$ cat config.mk
export PLATFORM = sky130hd
export DESIGN_NAME = tea_cfg_regs
export DESIGN_NICKNAME = d
export VERILOG_FILES = /design/src/rtl/core/tea_pkg.sv /design/src/rtl/core/tea_cfg_regs.sv
export SDC_FILE = /design/constraint.sdc
export NUM_CORES = 1
export LEC_CHECK = 0
export ABC_AREA = 1
export BUFFER_PORTS_ARGS = -buffer_cell sky130_fd_sc_hd__buf_2
export CAP_MARGIN = 10
export CORE_MARGIN = 3
export CORE_UTILIZATION = 40
export CTS_BUF_LIST = sky130_fd_sc_hd__clkbuf_2 sky130_fd_sc_hd__clkbuf_4 sky130_fd_sc_hd__clkbuf_8
export CTS_CLUSTER_DIAMETER = 40
export DETAILED_ROUTE_END_ITERATION = 12
export PLACE_DENSITY = 0.77
export REMOVE_ABC_BUFFERS = 1
export SLEW_MARGIN = 10
export SYNTH_ARGS = -nofsm -noshare
export SYNTH_HDL_FRONTEND = slang
export SYNTH_SLANG_ARGS = --single-unit
$ cat constraint.sdc
create_clock -name clk -period 2.56 [get_ports clk]
set_input_delay 0.512 -clock clk [delete_from_list [all_inputs] [get_ports clk]]
set_output_delay 0.512 -clock clk [all_outputs]
set_load 0.01 [all_outputs]
$ cat src/rtl/core/tea_pkg.sv
// Shared types and constants for the TEA block cipher core.
// No dependencies; imported by every module under rtl/core.
package tea_pkg;

  // Data and configuration widths
  localparam int WORD_W    = 32;
  localparam int CFG_IDX_W = 3;

  // Default number of full cipher rounds
  localparam int ROUND_COUNT_DEF = 32;

  // Golden-ratio round constant
  localparam logic [WORD_W-1:0] TEA_DELTA = 32'h9e37_79b9;

  // Configuration register indexes
  typedef enum logic [CFG_IDX_W-1:0] {
    REG_KEY_WORD_0   = 3'd0,
    REG_KEY_WORD_1   = 3'd1,
    REG_KEY_WORD_2   = 3'd2,
    REG_KEY_WORD_3   = 3'd3,
    REG_DECRYPT_MODE = 3'd4
  } tea_reg_t;

  // Key and direction as seen by every pipeline stage
  typedef struct packed {
    logic [WORD_W-1:0] key_word_0;
    logic [WORD_W-1:0] key_word_1;
    logic [WORD_W-1:0] key_word_2;
    logic [WORD_W-1:0] key_word_3;
    logic              decrypt_mode;
  } tea_cfg_t;

  // Running sum after n steps, modulo 2^32 (elaboration-time use)
  function automatic logic [WORD_W-1:0] delta_times(input int n);
    logic [2*WORD_W-1:0] prod;
    prod = {{WORD_W{1'b0}}, TEA_DELTA} * (2*WORD_W)'(n);
    return prod[WORD_W-1:0];
  endfunction

endpackage

$ cat src/rtl/core/tea_cfg_regs.sv
// Configuration register file for the TEA core: four key words and direction.
// Depends on tea_pkg.
module tea_cfg_regs (
  input  logic                          clk,
  input  logic                          rst_n,
  input  logic                          cfg_we,
  input  logic [tea_pkg::CFG_IDX_W-1:0] cfg_index,
  input  logic [tea_pkg::WORD_W-1:0]    cfg_wdata,
  output tea_pkg::tea_cfg_t             cfg
);
  import tea_pkg::*;

  tea_cfg_t cfg_r;
  tea_cfg_t cfg_nxt;

  // Write decode; indexes past the list are dropped
  always_comb begin
    cfg_nxt = cfg_r;
    if (cfg_we) begin
      unique case (tea_reg_t'(cfg_index))
        REG_KEY_WORD_0:   cfg_nxt.key_word_0   = cfg_wdata;
        REG_KEY_WORD_1:   cfg_nxt.key_word_1   = cfg_wdata;
        REG_KEY_WORD_2:   cfg_nxt.key_word_2   = cfg_wdata;
        REG_KEY_WORD_3:   cfg_nxt.key_word_3   = cfg_wdata;
        REG_DECRYPT_MODE: cfg_nxt.decrypt_mode = cfg_wdata[0];
        default:          cfg_nxt = cfg_r;
      endcase
    end
  end

  always_ff @(posedge clk) begin
    if (!rst_n) begin
      cfg_r <= '0;
    end else begin
      cfg_r <= cfg_nxt;
    end
  end

  assign cfg = cfg_r;

endmodule

==> flow_metrics.tcl <==
set metrics [dict create \
    status "complete, no violations" \
    dpl.cell_count 1043 \
    post_synth_instance_area_um2 5160 \
    vias_per_cell 4.71 \
    place_congestion 0.787 \
    die_h_um 120 \
    crit_family "flip-flops" \
    startpoint "cfg[82]$_SDFFE_PN0P_" \
    slew_viol_final 0 \
    final_net_count 932 \
    grt_start_max_net_pins 79 \
    p_comb_frac 0.105 \
    yosys.area.top_type "dfxtp_1" \
    intPower_w 0.00346 \
    slowest_delay_ns 0.36 \
    worst-slew-pin-transition_ns 0.718 \
    rows 40 \
    period_share 0.570 \
    ys_ff_latch 129 \
    async_flop_share 0 \
    leakagePower_nw 3.31 \
    reg2reg_from "cfg[54]$_SDFFE_PN0P_" \
    synth_area_per_cell_um2 6.90 \
    worstPathArrival_ns 0.95 \
    path_clk_slew_ns 0.07 \
    ioPinCount 167 \
    area_growth_pct 27.8 \
    drc 0 \
    path_buf_inv 1 \
    grt_pass1_vias 4528 \
    n_antenna_cell 0 \
    cp-end-kind "output pin" \
    start_kind "flip-flop" \
    initial_core_util 0.420 \
    worst_slack_ns 1.10 \
    die_x_um 120 \
    hp-class "primary input to flip-flop" \
    gr-total-overflow 0 \
    maxCapViolCount 0 \
    grt_util_met1 0.266 \
    clock_power_share 0.434 \
    core_um2 12300 \
    finalNonFillerCells 1075 \
    synth_common_cells "nor2_1, nand2_1, dfxtp_1, nand3_1, buf_2" \
    maxSlewHeadroom 0.520 \
    grt.busiest_layer "met2" \
    synthFlopType "dfxtp_1" \
    setup_viol 0 \
    cts_resized 0 \
    largest_reg_flops 129 \
    cts_hold_buffers 0 \
    power_density_nw_per_um2 695 \
    reg2regPathDepth 2 \
    clockBufferDepth 2 \
    p_switching_w 0.00113 \
    cp.depth 1 \
    r2r-end "cfg[54]$_SDFFE_PN0P_" \
    ys_types 13 \
    wl_um 14500 \
    root_buffer "clkbuf_8" \
    drive_above_1_share 0.244 \
    synth_edf_count 0 \
    antenna_found_initial 0 \
    final_antenna_net_count 0 \
    use_met3 0.0533 \
    r2r_setup_slack_ns 1.95 \
    rsz0062_at_grt "false" \
    final_core_utilization 0.536 \
    yosysWarnings 0 \
    fmax_mhz 685 \
    power.share.switching 0.246 \
    postSynthCellCount 749 \
    track_usage 0.201 \
    ir_worst_vdd_mv 0.429 \
    insertion_delay_ns 0.44 \
    vias 5061 \
    met2_usage 0.319 \
    dieArea_um2 14300 \
    htree_num_levels 4 \
    synth_top_area_frac 0.500 \
    post-place-ws_ns 0.727 \
    critical_path_class "flip-flop to output pin" \
    drt-pass1-iter-count 4 \
    seq_power_share 0.461 \
    crit_chain "buf_2" \
    critPathSlowestCell "dfxtp_1" \
    drt_iter0_drc 385 \
    finClkSkew_ns 0 \
    synth-seq-area-share 0.500 \
    fin_crit_ns 1.46 \
    io_buffers 166 \
    cts_tree "yes" \
    hold_violations 0 \
    crit_end "cfg[82]" \
    cp_max_fo 2 \
    grt_pass1_wl_um 23000 \
    cts_made_buffers 17 \
    wl_per_cell_um 13.5 \
    yosys-top-cells-area "dfxtp_1, nor2_1, nand3_1" \
    dp_hpwl_um 9380 \
    crit_required_ns 2.05 \
    cts_sinks 129 \
    synth.most_common_cell "nor2_1" \
    post_cts_buffers 0 \
]
layer usage:
| metal | wire [um] | share of wire |
|---|---|---|
| met5 | 0 | 0 |
| met4 | 168 | 0.012 |
| met3 | 1150 | 0.079 |
| met2 | 6790 | 0.47 |
| met1 | 6380 | 0.44 |
placed cells by master, fill, tap and decap left out:
master,n
buf_12,6
nand2_1,135
inv_1,35
dfxtp_1,129
clkinvlp_4,2
bufinv_16,5
nand3_1,129
clkinv_2,4
clkbuf_4,3
nor2_1,257
a21oi_1,1
buf_2,165
nor2_4,8
buf_4,7
clkbuf_8,18
inv_2,3
worst min-delay path by stage:
stage / cells past startpoint / endpoint / startpoint / slack [ns]
global placement: 2 / cfg[10]$_SDFFE_PN0P_ / cfg[10]$_SDFFE_PN0P_ / 0.46
finish: 5 / cfg[8]$_SDFFE_PN0P_ / cfg_wdata[7] / 0.43
floorplan: 2 / cfg[10]$_SDFFE_PN0P_ / cfg[10]$_SDFFE_PN0P_ / 0.51
global route: 5 / cfg[12]$_SDFFE_PN0P_ / cfg_wdata[11] / 0.43
CTS: 5 / cfg[107]$_SDFFE_PN0P_ / cfg_wdata[10] / 0.39
detailed placement: 2 / cfg[58]$_SDFFE_PN0P_ / cfg[58]$_SDFFE_PN0P_ / 0.47
cells by family after synthesis:
kind of cell | count (synthesis) | synth area share
simple gates | 529 | 0.420
flops | 129 | 0.500
buf+inv | 90 | 0.0790
compound gates | 1 | 0.000968
worst register-to-register path, cell delays in order (launching register included):
cell     delay, ns
dfxtp_1       0.31
nor2_1        0.13
nor2_1        0.07
stage by stage:
step	total power [W]	setup TNS [ns]	hold WS [ns]	instance area, um^2
4_1_cts	0.00464	0	0.386	6600
3_3_place_gp	0.00264	0	0.456	6150
2_1_floorplan	0.00242	-283.34	0.508	4900
6_report	0.00459	0	0.428	6600
5_1_grt	0.00479	0	0.430	6600
3_5_place_dp	0.00264	0	0.467	6150
power by group through the flow:
stage / Clock [W] / Sequential [W] / Combinational [W]
5_1_grt: 0.00213 / 0.00212 / 0.000538
3_3_place_gp: 0 / 0.00216 / 0.000478
3_5_place_dp: 0 / 0.00216 / 0.000482
6_report: 0.00199 / 0.00211 / 0.000481
2_1_floorplan: 0 / 0.00219 / 0.000228
4_1_cts: 0.00204 / 0.00211 / 0.000484
cell type report:
type	count	area (um^2)
Fill cell	1229	5710
Sequential cell	129	2580
Multi-Input combinational cell	530	2210
Timing Repair Buffer	178	998
Clock buffer	21	270
Tap cell	168	210
Clock inverter	11	185
Inverter	38	143
Power figures use the tool's default switching activity.
