[src/rtl/core/tea_pkg.sv]
// Shared types and constants for the TEA block cipher core.
// No dependencies; imported by every module under rtl/core.
package tea_pkg;

  // Data and configuration widths
  localparam int WORD_W    = 32;
  localparam int CFG_IDX_W = 3;

  // Default number of full cipher rounds
  localparam int ROUND_COUNT_DEF = 32;

  // Golden-ratio round constant
  localparam logic [WORD_W-1:0] TEA_DELTA = 32'h9e37_79b9;

  // Configuration register indexes
  typedef enum logic [CFG_IDX_W-1:0] {
    REG_KEY_WORD_0   = 3'd0,
    REG_KEY_WORD_1   = 3'd1,
    REG_KEY_WORD_2   = 3'd2,
    REG_KEY_WORD_3   = 3'd3,
    REG_DECRYPT_MODE = 3'd4
  } tea_reg_t;

  // Key and direction as seen by every pipeline stage
  typedef struct packed {
    logic [WORD_W-1:0] key_word_0;
    logic [WORD_W-1:0] key_word_1;
    logic [WORD_W-1:0] key_word_2;
    logic [WORD_W-1:0] key_word_3;
    logic              decrypt_mode;
  } tea_cfg_t;

  // Running sum after n steps, modulo 2^32 (elaboration-time use)
  function automatic logic [WORD_W-1:0] delta_times(input int n);
    logic [2*WORD_W-1:0] prod;
    prod = {{WORD_W{1'b0}}, TEA_DELTA} * (2*WORD_W)'(n);
    return prod[WORD_W-1:0];
  endfunction

endpackage

[src/rtl/core/tea_half_stage.sv]
// One pipeline stage of the TEA core: updates one half of the block.
// Depends on tea_pkg; instantiated 2*ROUND_COUNT times by the top level.
module tea_half_stage #(
  parameter int STAGE_IDX   = 0,
  parameter int ROUND_COUNT = tea_pkg::ROUND_COUNT_DEF
) (
  input  logic                       clk,
  input  logic                       rst_n,
  input  tea_pkg::tea_cfg_t          cfg,
  input  logic                       in_valid,
  output logic                       in_ready,
  input  logic [tea_pkg::WORD_W-1:0] in_v0,
  input  logic [tea_pkg::WORD_W-1:0] in_v1,
  output logic                       out_valid,
  input  logic                       out_ready,
  output logic [tea_pkg::WORD_W-1:0] out_v0,
  output logic [tea_pkg::WORD_W-1:0] out_v1
);
  import tea_pkg::*;

  // Round this stage belongs to, and which half of the round it is
  localparam int  RoundIdx  = STAGE_IDX / 2;
  localparam bit  FirstHalf = (STAGE_IDX % 2) == 0;
  localparam logic [WORD_W-1:0] EncSum = delta_times(RoundIdx + 1);
  localparam logic [WORD_W-1:0] DecSum = delta_times(ROUND_COUNT - RoundIdx);

  logic              valid_r;
  logic              valid_nxt;
  logic [WORD_W-1:0] v0_r;
  logic [WORD_W-1:0] v1_r;
  logic [WORD_W-1:0] v0_nxt;
  logic [WORD_W-1:0] v1_nxt;

  logic              upd_v0;
  logic [WORD_W-1:0] src;
  logic [WORD_W-1:0] dst;
  logic [WORD_W-1:0] key_a;
  logic [WORD_W-1:0] key_b;
  logic [WORD_W-1:0] sum;
  logic [WORD_W-1:0] mix;
  logic [WORD_W-1:0] dst_new;

  // Encrypt does v0 then v1; decrypt does v1 then v0
  assign upd_v0 = FirstHalf != cfg.decrypt_mode;
  assign src    = upd_v0 ? in_v1 : in_v0;
  assign dst    = upd_v0 ? in_v0 : in_v1;
  assign key_a  = upd_v0 ? cfg.key_word_0 : cfg.key_word_2;
  assign key_b  = upd_v0 ? cfg.key_word_1 : cfg.key_word_3;
  assign sum    = cfg.decrypt_mode ? DecSum : EncSum;

  // Mixing function and half update
  assign mix     = ((src << 4) + key_a) ^ (src + sum) ^ ((src >> 5) + key_b);
  assign dst_new = cfg.decrypt_mode ? (dst - mix) : (dst + mix);
  assign v0_nxt  = upd_v0 ? dst_new : in_v0;
  assign v1_nxt  = upd_v0 ? in_v1 : dst_new;

  // Stage takes a transfer when empty or when its contents move on
  assign in_ready  = !valid_r || out_ready;
  assign valid_nxt = in_ready ? in_valid : valid_r;

  always_ff @(posedge clk) begin
    if (!rst_n) begin
      valid_r <= 1'b0;
    end else begin
      valid_r <= valid_nxt;
    end
  end

  always_ff @(posedge clk) begin
    if (in_valid && in_ready) begin
      v0_r <= v0_nxt;
      v1_r <= v1_nxt;
    end
  end

  assign out_valid = valid_r;
  assign out_v0    = v0_r;
  assign out_v1    = v1_r;

endmodule

[config.mk]
export PLATFORM = sky130hd
export DESIGN_NAME = tea_half_stage
export DESIGN_NICKNAME = d
export VERILOG_FILES = /design/src/rtl/core/tea_pkg.sv /design/src/rtl/core/tea_half_stage.sv
export SDC_FILE = /design/constraint.sdc
export NUM_CORES = 1
export LEC_CHECK = 0
export BUFFER_PORTS_ARGS = -buffer_cell sky130_fd_sc_hd__clkbuf_2
export CAP_MARGIN = 10
export CORE_ASPECT_RATIO = 1.25
export CORE_MARGIN = 2
export CORE_UTILIZATION = 50
export CTS_BUF_LIST = sky130_fd_sc_hd__clkbuf_2 sky130_fd_sc_hd__clkbuf_4 sky130_fd_sc_hd__clkbuf_8
export DETAILED_ROUTE_END_ITERATION = 10
export PLACE_DENSITY_LB_ADDON = 0.25
export RECOVER_POWER = 50
export SLEW_MARGIN = 0
export SYNTH_ARGS = -nofsm -noshare
export SYNTH_HDL_FRONTEND = slang
export SYNTH_SLANG_ARGS = --single-unit
export TNS_END_PERCENT = 30
[constraint.sdc]
create_clock -name clk -period 22.7 [get_ports clk]
set_clock_uncertainty 0.05 [all_clocks]
set_input_delay 3.405 -clock clk [delete_from_list [all_inputs] [get_ports clk]]
set_output_delay 3.405 -clock clk [all_outputs]
set_load 0.005 [all_outputs]
==> results of run 1 <==
-- registers in the layout, summed over array words and instances (netlist names) --
name,cells
out_v1,32
out_valid,1
out_v0,32
-- worst max-delay path by stage --
stage	from	end	depth (start not counted)
after CTS	cfg[0]	out_v0[31]$_DFFE_PP_	28
after global routing	cfg[0]	out_v0[31]$_DFFE_PP_	28
after global placement	cfg[0]	out_v0[31]$_DFFE_PP_	28
after floorplan	cfg[0]	out_v0[31]$_DFFE_PP_	36
final	cfg[0]	out_v0[31]$_DFFE_PP_	28
after detailed placement	cfg[0]	out_v0[31]$_DFFE_PP_	28
-- final cells by class --
type,count,area (sq um),share of cell area (%)
Multi-Input combinational cell,1188,8666,68.83
Timing Repair Buffer,266,1308,10.38
Sequential cell,65,1942,15.42
Clock buffer,10,131.4,1.043
Clock inverter,6,35.03,0.2782
Tap cell,279,349.1,2.773
Antenna cell,1,2.502,0.01987
Inverter,42,157.7,1.252
-- placed cells by master (no fill, tap or decap), drive strengths merged, types with 12 or more instances in the layout --
| cell type | Yosys | final |
|---|---|---|
| a21oi | 126 | 126 |
| and3 | 13 | 13 |
| nor2b | 17 | 17 |
| nand3 | 21 | 21 |
| mux2 | 88 | 88 |
| xnor2 | 134 | 134 |
| edfxtp | 64 | 64 |
| a211oi | 15 | 15 |
| nor3 | 22 | 22 |
| ha | 92 | 92 |
| nand2 | 179 | 179 |
| nand2b | 21 | 21 |
| o21bai | 12 | 12 |
| a31oi | 19 | 19 |
| nor2 | 84 | 84 |
| o21a | 16 | 16 |
| clkbuf | 27 | 272 |
| o21ai | 84 | 84 |
| a21o | 35 | 35 |
| xor2 | 52 | 52 |
| inv | 42 | 42 |
-- kinds of logic after synthesis --
logic type | synth area share, %
AND/OR/NAND/NOR | 17.89
adder cells (fa/ha/maj) | 11.03
multiplexers | 9.479
buffers and inverters | 3.418
AO/OA/AOI/OAI | 23.12
flip-flops | 17.68
XOR/XNOR | 17.39
-- power breakdown --
part	internal [mW]	switching (mW)
Sequential	0.203	0.0101
Clock	0.0399	0.0402
Combinational	0.429	0.547
-- stage by stage --
stage | cell area [sq um] | hold WS (ns)
global placement | 12460 | 0.4568
floorplan | 10980 | 0.4866
detailed placement | 12460 | 0.4747
finish | 12590 | 0.4799
global route | 12590 | 0.5386
CTS | 12630 | 0.4840
-- routing by layer --
| layer | global-route usage [%] | vias up | wire (microns) |
|---|---|---|---|
| li1 | - | 5372 | - |
| met1 | 43.81 | 4850 | 16350 |
| met2 | 40.26 | 456 | 13520 |
| met3 | 1.374 | 27 | 2194 |
| met4 | 5.480 | 0 | 407 |
| met5 | 0 | - | 0 |
-- worst max-delay path, stage by stage --
cell and delay [ns]:
clkbuf_8 0.55, buf_4 0.73, buf_4 0.70, nor2b_1 0.13, nand2b_1 0.30, ha_1 0.48, nand2_1 0.17, or2_1 0.28
o21a_1 0.26, o21ai_0 0.30, xnor3_1 0.50, nor2b_1 0.16, and3_1 0.28, a31oi_1 0.12, xor2_1 0.18, ha_1 0.35
a2111oi_0 0.47, o31ai_1 0.17, o21ai_0 0.16, nand2_1 0.09, o21a_1 0.23, nand4_1 0.14, a21o_1 0.13, a21oi_1 0.06
xor2_1 0.15, xnor2_1 0.21, xnor2_1 0.16, o21ai_1 0.08
==> results.md, run 1 <==
- In this run, post-CTS repair resized a total of 0 instances.
- The final wirelength is 32480 microns.
- At the placement stage, the worst setup path has a slack of 11.42 ns.
- In the final design database the tool counted 1864 nets.
- The buffers inserted during post-CTS setup optimization is 0.
- The total count of max-transition violations in the final report is 65.
- The number of distinct library cells after synthesis is 92.
- The total power density per cell area is 100.8 nW/um^2.
- By area the synthesized netlist is led by edfxtp_1 (18%), xnor2_1 (11%), ha_1 (10%).
- The global-route total usage across every layer is 27.40%.
- At the end of routability-driven placement, the weighted congestion stood at 0.9112.
- The cell leakage power is 5.609 nW.
- Timing would allow up to 90.53 MHz.
- Subtracting the final worst setup slack from the clock period gives 11.05 ns.
- The most frequently used flop master after synthesis is edfxtp_1.
- The tightest min-delay check is of the flop to flop type.
- The synthesized instance count is 1337.
- The tree built by TritonCTS fans out to 65 sinks.
- The wire-length estimate of the detail-placed layout is 27060 microns.
- The Yosys step of the flow raised 0 warnings.
- The count of cells in the finished layout, fillers not included, comes to 1857.
- The floorplan step set the die height to 169.7 microns.
- The arrival time at the worst endpoint is 11.06 ns.
- The critical path endpoint category is a flop.
- In this run the tool buffered the top-level ports with 262 buffer cells.
- The origin of the worst min-delay path is out_valid$_SDFFE_PN0N_.
- The length in cells of the worst reg-to-reg path is 3.
- Counting the buffers created by CTS gives 9.
- Along the worst hold path, the cell count comes to 2.
- The power after layout is 1.269 mW.
- The kind of start point of the critical path is an input port.
- The share of the core filled with cells is 58.44%.
- The register-to-register setup slack is 19.41 ns.
- The aggregate global routing overflow is 0.
- Buffers inserted to repair hold after CTS numbered 0.
- For the final routed database, the setup TNS stands at 0 ns.
- The root buffer cell chosen for the clock tree is clkbuf_8.
- The overall via count from detail_route is 10710.
- The mean instance size in the synthesized netlist is 8.214 sq um.
- IR analysis of the VDD net gives a maximum drop of 0.00006089 V.
- Including well taps, the total number of placed cells is 1840.
- The via count of the first global-routing pass is 9563.
- The critical path data required time is 22.72 ns.
- The netlist area before placement is 10980 sq um.
- The hold violation count in the final report is 0.
- The remaining design rule violation count is 0.
- The filler cells instantiated in the layout total 1976.
- Setup repair after global routing left no endpoint under its margin.
- The worst-skew pair later-pin latency is 0.33 ns.
- The final worst-path cycle share is 48.66%.
- The number of rows created at floorplan is 60.
- The number of levels in the clock H-tree is 3.
- Along the worst path, the maximum fanout reaches 133.
- The cell accounting for the most synthesized area is edfxtp_1.
- The flow ran to the end, but the final reports show violations.
- The number of antenna violations at the first check in global routing is 1.
- The number of synthesized flops with an enable pin is 64.
- For this run, the register share of the synthesized area comes to 17.68%.
- The residual antenna-violating net count after detailed routing is 0.
- The number of storage elements in the synthesis netlist is 65.
- The final worst setup slack is 11.65 ns.
- The most repeated cell in the gate-level netlist after synthesis is nand2_1.
- The initial utilization of the core area, before any placement, comes to 50.97%.
- After clock tree synthesis, the clock-pin slew on the worst setup and hold paths is 0.07 ns.
- The first global-routing pass estimated 50230 microns of wire.
- The worst flop-to-flop path startpoint is out_valid$_SDFFE_PN0N_.
- By count the netlist is led by nand2_1 (179), xnor2_1 (133), a21oi_1 (123).
- The clock passes through at most 2 buffers.
- The tool flagged a number of max-cap violations equal to 1.
- The fraction of synthesized cell area taken by the top area cell type is 17.50%.
- The end of the worst hold path is out_valid$_SDFFE_PN0N_.
- The destination of the worst register-to-register timing path is out_v0[26]$_DFFE_PP_.
- Counting flops with an async set or reset pin after synthesis yields a share of 0%.
- Pin placement for this block handled 263 I/O pins.
- The CTS tree is built.
- The first detailed-routing pass ran for 5 iterations.
- The kind of critical path is input port to flop.
- The area enclosed by the die boundary is 23170 sq um.
- For this block, the initial DRC count from the detailed router was 1002.
- The via-per-instance ratio is 5.765.
- The area growth from synthesis to layout is 14.65%.
- The wire length per cell after detailed routing is 17.49 microns.
- The final reports fail on max-capacitance violations, max-slew violations.
- The share of layout cells above drive strength 1 is 24.29%.
- For the pin with the worst max-slew slack, the measured transition is 3.133 ns.
- The number of nets handed over by synthesis was 1629.
- The count of final setup violators is 0.
- The width of the chip is 136.6 microns.
- The maximum number of pins on one net before global-route repair is 134.
- The core area is 21550 sq um.
- Measured against its own limit, the worst slew margin works out to -108.9%.
Power figures use the tool's default switching activity.
==> run 2: changes to the inputs <==
--- a/config.mk
+++ b/config.mk
@@ -5,6 +5,7 @@
 export SDC_FILE = /design/constraint.sdc
 export NUM_CORES = 1
 export LEC_CHECK = 0
+export ABC_AREA = 1
 export BUFFER_PORTS_ARGS = -buffer_cell sky130_fd_sc_hd__clkbuf_2
 export CAP_MARGIN = 10
 export CORE_ASPECT_RATIO = 1.25
==> constraint.sdc (replaced) <==
create_clock -name clk -period 9.21 [get_ports clk]
set_clock_uncertainty 0.05 [all_clocks]
set_input_delay 1.3815 -clock clk [delete_from_list [all_inputs] [get_ports clk]]
set_output_delay 1.3815 -clock clk [all_outputs]
set_load 0.005 [all_outputs]
==> run 2 against run 1 <==
  * The flow still finishes with violations (max-capacitance violations, max-slew violations)
  * Global-route usage grew 7.2 points
  * Synthesized area is 19% higher
  * Setup slack lost 11 ns
  * Via count increased by 49%
  * Final area increased by 17%
  * Critical path depth rose by 1
  * Sequential share of layout area shrank 2.3 points
  * Cell count grew 59%
  * Sequential cell count did not move
  * Register-to-register slack lost 14 ns
  * Critical endpoint is now out_v0[27]$_DFFE_PP_
  * Largest power group unchanged
  * Highest routed layer unchanged
==> results.md, run 2 <==
- The origin of the worst min-delay path is out_valid$_SDFFE_PN0N_.
- The DRC marker count from the first detailed-route iteration was 1329 (+33%).
- The number of distinct library cells after synthesis is 52 (-43%).
- The final design instance area without fill is 14790 sq um (+17%).
- The maximum number of pins on one net before global-route repair is 108 (-19%).
- The share of layout cells above drive strength 1 is 11.79% (-12 points).
- The overall via count from detail_route is 15900 (+49%).
- The final net count is 2892 (+55%).
- The hold violation count in the final report was 0 (unchanged).
- The global placement routability congestion was 1.009 (+11%).
- The number of levels in the clock H-tree is 3 (unchanged).
- The fmax is 123.7 MHz.
- The total power density per cell area came to 173.3 nW/um^2 (+72%).
- The most frequently used flop master after synthesis is edfxtp_1.
- The final wirelength came to 47900 microns (+47%).
- The most common cell after layout, fill and taps aside is nand2_1.
- The fraction of synthesized cell area taken by the top area cell type is 28.36% (+11 points).
- Setup repair after global routing left no endpoint under its margin.
- The CTS tree is built.
- The register-to-register setup slack was 5.91 ns (-13.50 ns).
- The buffers inserted during post-CTS setup optimization came to 0 (unchanged).
- The total of max-cap violations is 1 (unchanged).
- The post-CTS clock slew at the launch and capture registers of the worst setup and hold paths is 0.06 ns (about the same).
- The area enclosed by the die boundary came to 27440 sq um (+18%).
- The total count of max-transition violations in the final report is 65 (unchanged).
- The hold-fix buffer count after cts is 0 (unchanged).
- Leaving out fill and tap cells, the most frequent cells in the layout are nand2_1 (987), inv_1 (305), clkbuf_2 (224).
- From synthesis to final layout, the design area changed by 13.21%.
- The clock tree buffer depth is 2 (unchanged).
- The first-pass iteration count of the detailed router came to 6 (+1).
- The end of the worst hold path is out_valid$_SDFFE_PN0N_.
- The async set or reset register ratio after synthesis was 0% (unchanged).
- The number of placed cells counting well taps is 2929 (+59%).
- The number of buffers added on ports is 262 (unchanged).
- The number of cells in the finished layout apart from fillers is 2944 (+59%).
- The final antenna diode count is 0 (-1).
- The count of final setup violators is 0 (unchanged).
- The relative slew slack is -113.2% (-4.3 points).
- By instance count, the cell type seen most on the critical path is nand2_1.
- The number of gates resized after cts is 0 (unchanged).
- The final worst-path cycle share is 87.80%.
- The height of the die is 184.7 microns (+8.9%).
- The share of the core filled with cells came to 57.22% (-1.2 points).
- The length in cells of the worst reg-to-reg path is 2 (-1).
- The residual antenna-violating net count after detailed routing is 0 (unchanged).
- The arrival time at the worst endpoint is 8.11 ns (-2.95 ns).
- The via-per-instance ratio is 5.401 (-6.3%).
- The via count of the first global-routing pass was 14680 (+53%).
- Among all cell types in the netlist, the one instantiated most often is nand2_1.
- The cell area after placement was 14680 sq um (+18%).
- The remaining design rule violation count is 0 (unchanged).
- The initial cell density of the core is 50.54% (-0.43 points).
- The worst setup path is launched from an input port.
- The netlist area before placement is 13060 sq um (+19%).
- The worst setup timing slack at the placement stage is 1.085 ns (-10.34 ns).
- The net count after synthesis is 2652 (+63%).
- The checks that failed: max-capacitance violations, max-slew violations.
- The number of antenna violations at the first check in global routing is 0 (-1).
- The number of rows created at floorplan is 66 (+10%).
- The critical path data required time is 9.23 ns (-13.49 ns).
- The worst hold margin is 0.5042 ns (+0.02433 ns).
- The global-route total usage across every layer is 34.60% (+7.2 points).
- The width of the chip is 148.6 microns (+8.8%).
- The total of fill cells in the finished design is 2683 (+36%).
- The pin slew with the least headroom to its limit is 3.198 ns (+0.06457 ns).
- The number of buffers added by the clock tree synthesis step came to 9 (unchanged).
- The buffer cell driving the clock tree root is clkbuf_8.
- The aggregate global routing overflow was 0 (unchanged).
- The worst flop-to-flop path startpoint is out_valid$_SDFFE_PN0N_.
- In this run the worst hold path is classified as flop to flop.
- The Yosys warning count was 0 (unchanged).
- The half-perimeter wire length of the detailed placement result is 41540 microns (+54%).
- The kind of critical path is input port to flop.
- The mean instance size in the synthesized netlist is 5.535 sq um (-33%).
- The critical path endpoint category is a flop.
- Ranked by instance count, the synthesized netlist is headed by nand2_1 (987), inv_1 (305), nand3_1 (171).
- The power after layout is 2.563 mW (+100%).
- The I/O pin count was 263 (unchanged).
- The core area was 25850 sq um (+20%).
- The hold path depth is 2 (unchanged).
- The number of synthesized flops with an enable pin was 64 (unchanged).
- The CTS sink count is 65 (unchanged).
- The synthesized instance count was 2360 (+77%).
- Among all stages on the critical path, the largest delay is contributed by o21ai_0.
- The worst-skew pair later-pin latency is 0.34 ns (about the same).
- The final worst setup slack came to 1.124 ns (-10.53 ns).
- The flow ran to the end, but the final reports show violations.
- The wire length per cell after detailed routing is 16.27 microns (-7.0%).
- The endpoint identified for the worst register-to-register timing path is out_v1[23]$_DFFE_PP_.
- The cell leakage power was 8.500 nW (+52%).
- The wire length of the first global-routing pass is 74360 microns (+48%).
- The maximum fanout along the worst path is 107 (-20%).
- Ranked by total cell area, the synthesized netlist is headed by nand2_1 (28%), edfxtp_1 (15%), ha_1 (8.8%).
- The sequential element share of the synthesized area came to 14.86% (-2.8 points).
- The total negative slack for setup checks came to 0 ns (unchanged).
- The cell accounting for the most synthesized area is nand2_1.
- The number of storage elements in the synthesis netlist came to 65 (unchanged).
- The final period demand of the worst path is 8.086 ns.
- The highest ir drop seen on vdd is 0.00009871 V (+62%).
- The critical path's largest stage delay is 0.74 ns (about the same).
[run 2: cell count changes in the layout (fill, tap and decap cells not counted), moves of 23 or more]
cell / delta
nand2_1: +808
inv_1: +264
nand3_1: +150
xnor2_1: -95
mux2_2: -88
nor2_1: +72
o21ai_0: +33
a21o_1: -31
nand4_1: +23
[run 2: worst max-delay path by stage]
stage / start / to / slack (ns)
2_1_floorplan: cfg[0] / out_v0[27]$_DFFE_PP_ / 2.34
3_3_place_gp: cfg[0] / out_v0[27]$_DFFE_PP_ / 1.20
3_5_place_dp: cfg[0] / out_v0[27]$_DFFE_PP_ / 1.09
4_1_cts: cfg[0] / out_v0[27]$_DFFE_PP_ / 1.37
5_1_grt: cfg[0] / out_v0[27]$_DFFE_PP_ / 0.60
6_report: cfg[0] / out_v0[27]$_DFFE_PP_ / 1.12
[run 2: report_power, final]
part | total [mW] | internal, mW | switching [mW]
clock | 0.199 | 0.0958 | 0.104
sequential | 0.462 | 0.444 | 0.0179
combinational | 1.90 | 0.654 | 1.25
[run 2: final cells by class]
cell class	count	area [sq um]	area share, %
clock buffer	10	131.4	0.8883
clock inverter	5	23.77	0.1607
inverter	319	1202	8.130
multi-input combinational	1933	9722	65.74
sequential	65	1942	13.13
tap	340	425.4	2.876
timing repair buffer	272	1343	9.078
[run 2: cells by family (layout without fill, tap and decap cells)]
logic type	after synthesis	count (layout)	synth area share (%)
AOI/OAI and AO/OA	298	298	12.53
buffers and inverters	362	606	10.80
adders and majority gates	95	95	9.271
DFF	65	65	14.86
and+or+nand+nor	1438	1438	45.56
muxes	3	3	0.2299
xor gates and xnor gates	99	99	6.743
[run 2: metal layers]
metal	part of all wire (%)	track usage, %	wire length, microns
met1	42	44.05	20140
met5	0	0	0
met4	5.2	16.65	2501
met2	46	59.52	22110
met3	6.6	2.153	3146
[run 2: critical path: cells and delay by family]
family	cells	cell delay (ns)
compound gates	9	2.71
fa+ha+maj	2	0.79
buf+inv	4	0.93
xor+xnor	3	0.73
simple gates	11	1.54
==> run 3: changes to the inputs <==
--- a/config.mk
+++ b/config.mk
@@ -15,7 +15,6 @@
 export DETAILED_ROUTE_END_ITERATION = 10
 export PLACE_DENSITY_LB_ADDON = 0.25
 export RECOVER_POWER = 50
-export SLEW_MARGIN = 0
 export SYNTH_ARGS = -nofsm -noshare
 export SYNTH_HDL_FRONTEND = slang
 export SYNTH_SLANG_ARGS = --single-unit
==> constraint.sdc (replaced) <==
create_clock -name clk -period 9.21 [get_ports clk]
set_clock_uncertainty 0.05 [all_clocks]
set_input_delay 1.3815 -clock clk [delete_from_list [all_inputs] [get_ports clk]]
set_output_delay 1.3815 -clock clk [all_outputs]
set_load 0.02 [all_outputs]
==> run 3 against run 2 <==
  * Largest cell class unchanged
  * Sequential share of layout area about the same
  * Final area shrank 0.24%
  * Clock-buffer cell count stayed put
  * Combinational power increased by 4%
  * Register-to-register slack hardly changed
  * The run still ends with max-capacitance violations, max-slew violations left
  * Sequential power about the same
==> results.md, run 3 (synthesis gave the netlist of run 2 again) <==
- The flow ran to the end, but the final reports show violations.
- The final reports fail on max-capacitance violations, max-slew violations.
- The CTS sink count came to 65 (unchanged).
- The overall via count from detail_route is 15900 (-0.0063%).
- The height of the die is 184.7 microns (unchanged).
- The via-per-instance ratio is 5.401 (about the same).
- The width of the chip came to 148.6 microns (unchanged).
- The largest individual stage delay along the critical path comes from the cell o21ai_0.
- The number of levels in the clock H-tree is 3 (unchanged).
- The wire length per cell after detailed routing came to 16.28 microns (about the same).
- The remaining design rule violation count is 0 (unchanged).
- The aggregate global routing overflow was 0 (unchanged).
- The share of layout cells above drive strength 1 is 10.71% (-1.1 points).
- The highest ir drop seen on vdd was 0.0001015 V (+2.8%).
- The total count of max-transition violations in the final report is 65 (unchanged).
- The cell area after placement is 14680 sq um (unchanged).
- The maximum number of pins on one net before global-route repair is 108 (unchanged).
- The final antenna diode count is 0 (unchanged).
- The relative slew slack is -113.2% (about the same).
- The area enclosed by the die boundary is 27440 sq um (unchanged).
- The number of gates resized after cts came to 0 (unchanged).
- The final design instance area without fill is 14750 sq um (-0.24%).
- The fmax is 123.6 MHz (about the same).
- The buffers inserted during post-CTS setup optimization is 0 (unchanged).
- The final worst-path cycle share is 87.88% (about the same).
- The core area came to 25850 sq um (unchanged).
- The most repeated library cell on the critical path is nand2_1.
- The total met2 wirelength after detailed routing is 22150 microns (+0.21%).
- The global placement routability congestion is 1.009 (unchanged).
- The post-route met1 wirelength is 20000 microns (-0.71%).
- The critical path's largest stage delay came to 0.74 ns (about the same).
- The tree is rooted in a clkbuf_8.
- The final wirelength is 47920 microns (about the same).
- The CTS tree is built.
- Relative to the synthesized area, the layout overhead comes to 12.94%.
- The length in cells of the worst reg-to-reg path was 2 (unchanged).
- The half-perimeter wire length of the detailed placement result is 41540 microns (unchanged).
- The hold-fix buffer count after cts is 0 (unchanged).
- The wire length of the first global-routing pass came to 74360 microns (unchanged).
- The first-pass iteration count of the detailed router is 9 (+3).
- The total negative slack for setup checks was 0 ns (unchanged).
- The arrival time at the worst endpoint is 8.11 ns (about the same).
- The number of buffers added on ports was 262 (unchanged).
- The number of antenna violations at the first check in global routing was 0 (unchanged).
- The min-delay analysis places its worst path in the category flop to flop.
- The via count of the first global-routing pass was 14680 (unchanged).
- The met3 wirelength from detailed routing is 3310 microns (+5.2%).
- The global-route total usage across every layer came to 34.60% (unchanged).
- The cell leakage power is 8.416 nW (-0.99%).
- The most common cell after layout, fill and taps aside is nand2_1.
- The clock tree buffer depth came to 2 (unchanged).
- The hold violation count in the final report is 0 (unchanged).
- The count of final setup violators is 0 (unchanged).
- The critical path data required time came to 9.23 ns (about the same).
- Setup repair after global routing left no endpoint under its margin.
- The initial cell density of the core is 50.54% (unchanged).
- The total of max-cap violations is 1 (unchanged).
- The pin slew with the least headroom to its limit is 3.198 ns (+0.0001152 ns).
- The number of buffers added by the clock tree synthesis step was 9 (unchanged).
- The total power density per cell area is 178.7 nW/um^2 (+3.2%).
- The final period demand of the worst path came to 8.093 ns (+0.007170 ns).
- The residual antenna-violating net count after detailed routing is 0 (unchanged).
- The critical path endpoint category is a flop.
- The detailed router used layers up to and including met4.
- The hold path depth was 2 (unchanged).
- The I/O pin count is 263 (unchanged).
- The kind of critical path is input port to flop.
- The post-CTS clock slew at the launch and capture registers of the worst setup and hold paths is 0.06 ns (about the same).
- The final net count is 2892 (unchanged).
- The worst-skew pair later-pin latency is 0.34 ns (about the same).
- The maximum fanout along the worst path is 107 (unchanged).
- The number of rows created at floorplan is 66 (unchanged).
- STA classifies the critical path startpoint as an input port.
- In the layout the commonest cells are nand2_1 (987), inv_1 (305), clkbuf_2 (196).
- The DRC marker count from the first detailed-route iteration came to 1369 (+3.0%).
[run 3: report_power, final]
part	internal (mW)	switching, mW
Sequential	0.444	0.0178
Clock	0.0958	0.104
Combinational	0.646	1.33
[run 3: critical path, delay by kind of cell]
family                   cells  cell delay [ns]
AO/OA/AOI/OAI                9             2.70
XOR/XNOR                     3             0.72
adder cells (fa/ha/maj)      2             0.79
buffers and inverters        4             0.94
AND/OR/NAND/NOR             11             1.56
[run 3: area by class of cell]
type | instances | area (sq um)
Clock inverter | 5 | 23.77
Inverter | 319 | 1202
Timing Repair Buffer | 272 | 1308
Fill cell | 2700 | 11090
Tap cell | 340 | 425.4
Multi-Input combinational cell | 1933 | 9722
Clock buffer | 10 | 131.4
Sequential cell | 65 | 1942
[run 3: final timing paths]
path / endpoint / from / slack [ns]
max: out_v0[27]$_DFFE_PP_ / cfg[0] / 1.12
min reg2reg: out_valid$_SDFFE_PN0N_ / out_valid$_SDFFE_PN0N_ / 0.50
max reg2reg: out_v1[23]$_DFFE_PP_ / out_valid$_SDFFE_PN0N_ / 5.91
min: out_valid$_SDFFE_PN0N_ / out_valid$_SDFFE_PN0N_ / 0.50
[run 3: layer usage]
metal | track usage (%) | vias to the layer above
met4 | 16.65 | 0
met1 | 44.05 | 7071
met2 | 59.52 | 685
li1 | - | 8038
met3 | 2.153 | 107
met5 | 0 | -
[run 3: stage by stage]
| step | hold WS (ns) | std cells | utilization [%] | power [mW] | setup slack [ns] |
|---|---|---|---|---|---|
| after floorplan | 0.6795 | 2360 | - | 1.886 | 2.339 |
| after global placement | 0.4967 | 2929 | 56.81 | 2.389 | 1.199 |
| after detailed placement | 0.5011 | 2929 | 56.81 | 2.413 | 1.085 |
| after CTS | 0.5117 | 2944 | 57.41 | 2.618 | 1.374 |
| after global routing | 0.5804 | 2944 | 57.08 | 2.883 | 0.5968 |
| final | 0.5043 | 2944 | 57.08 | 2.637 | 1.117 |
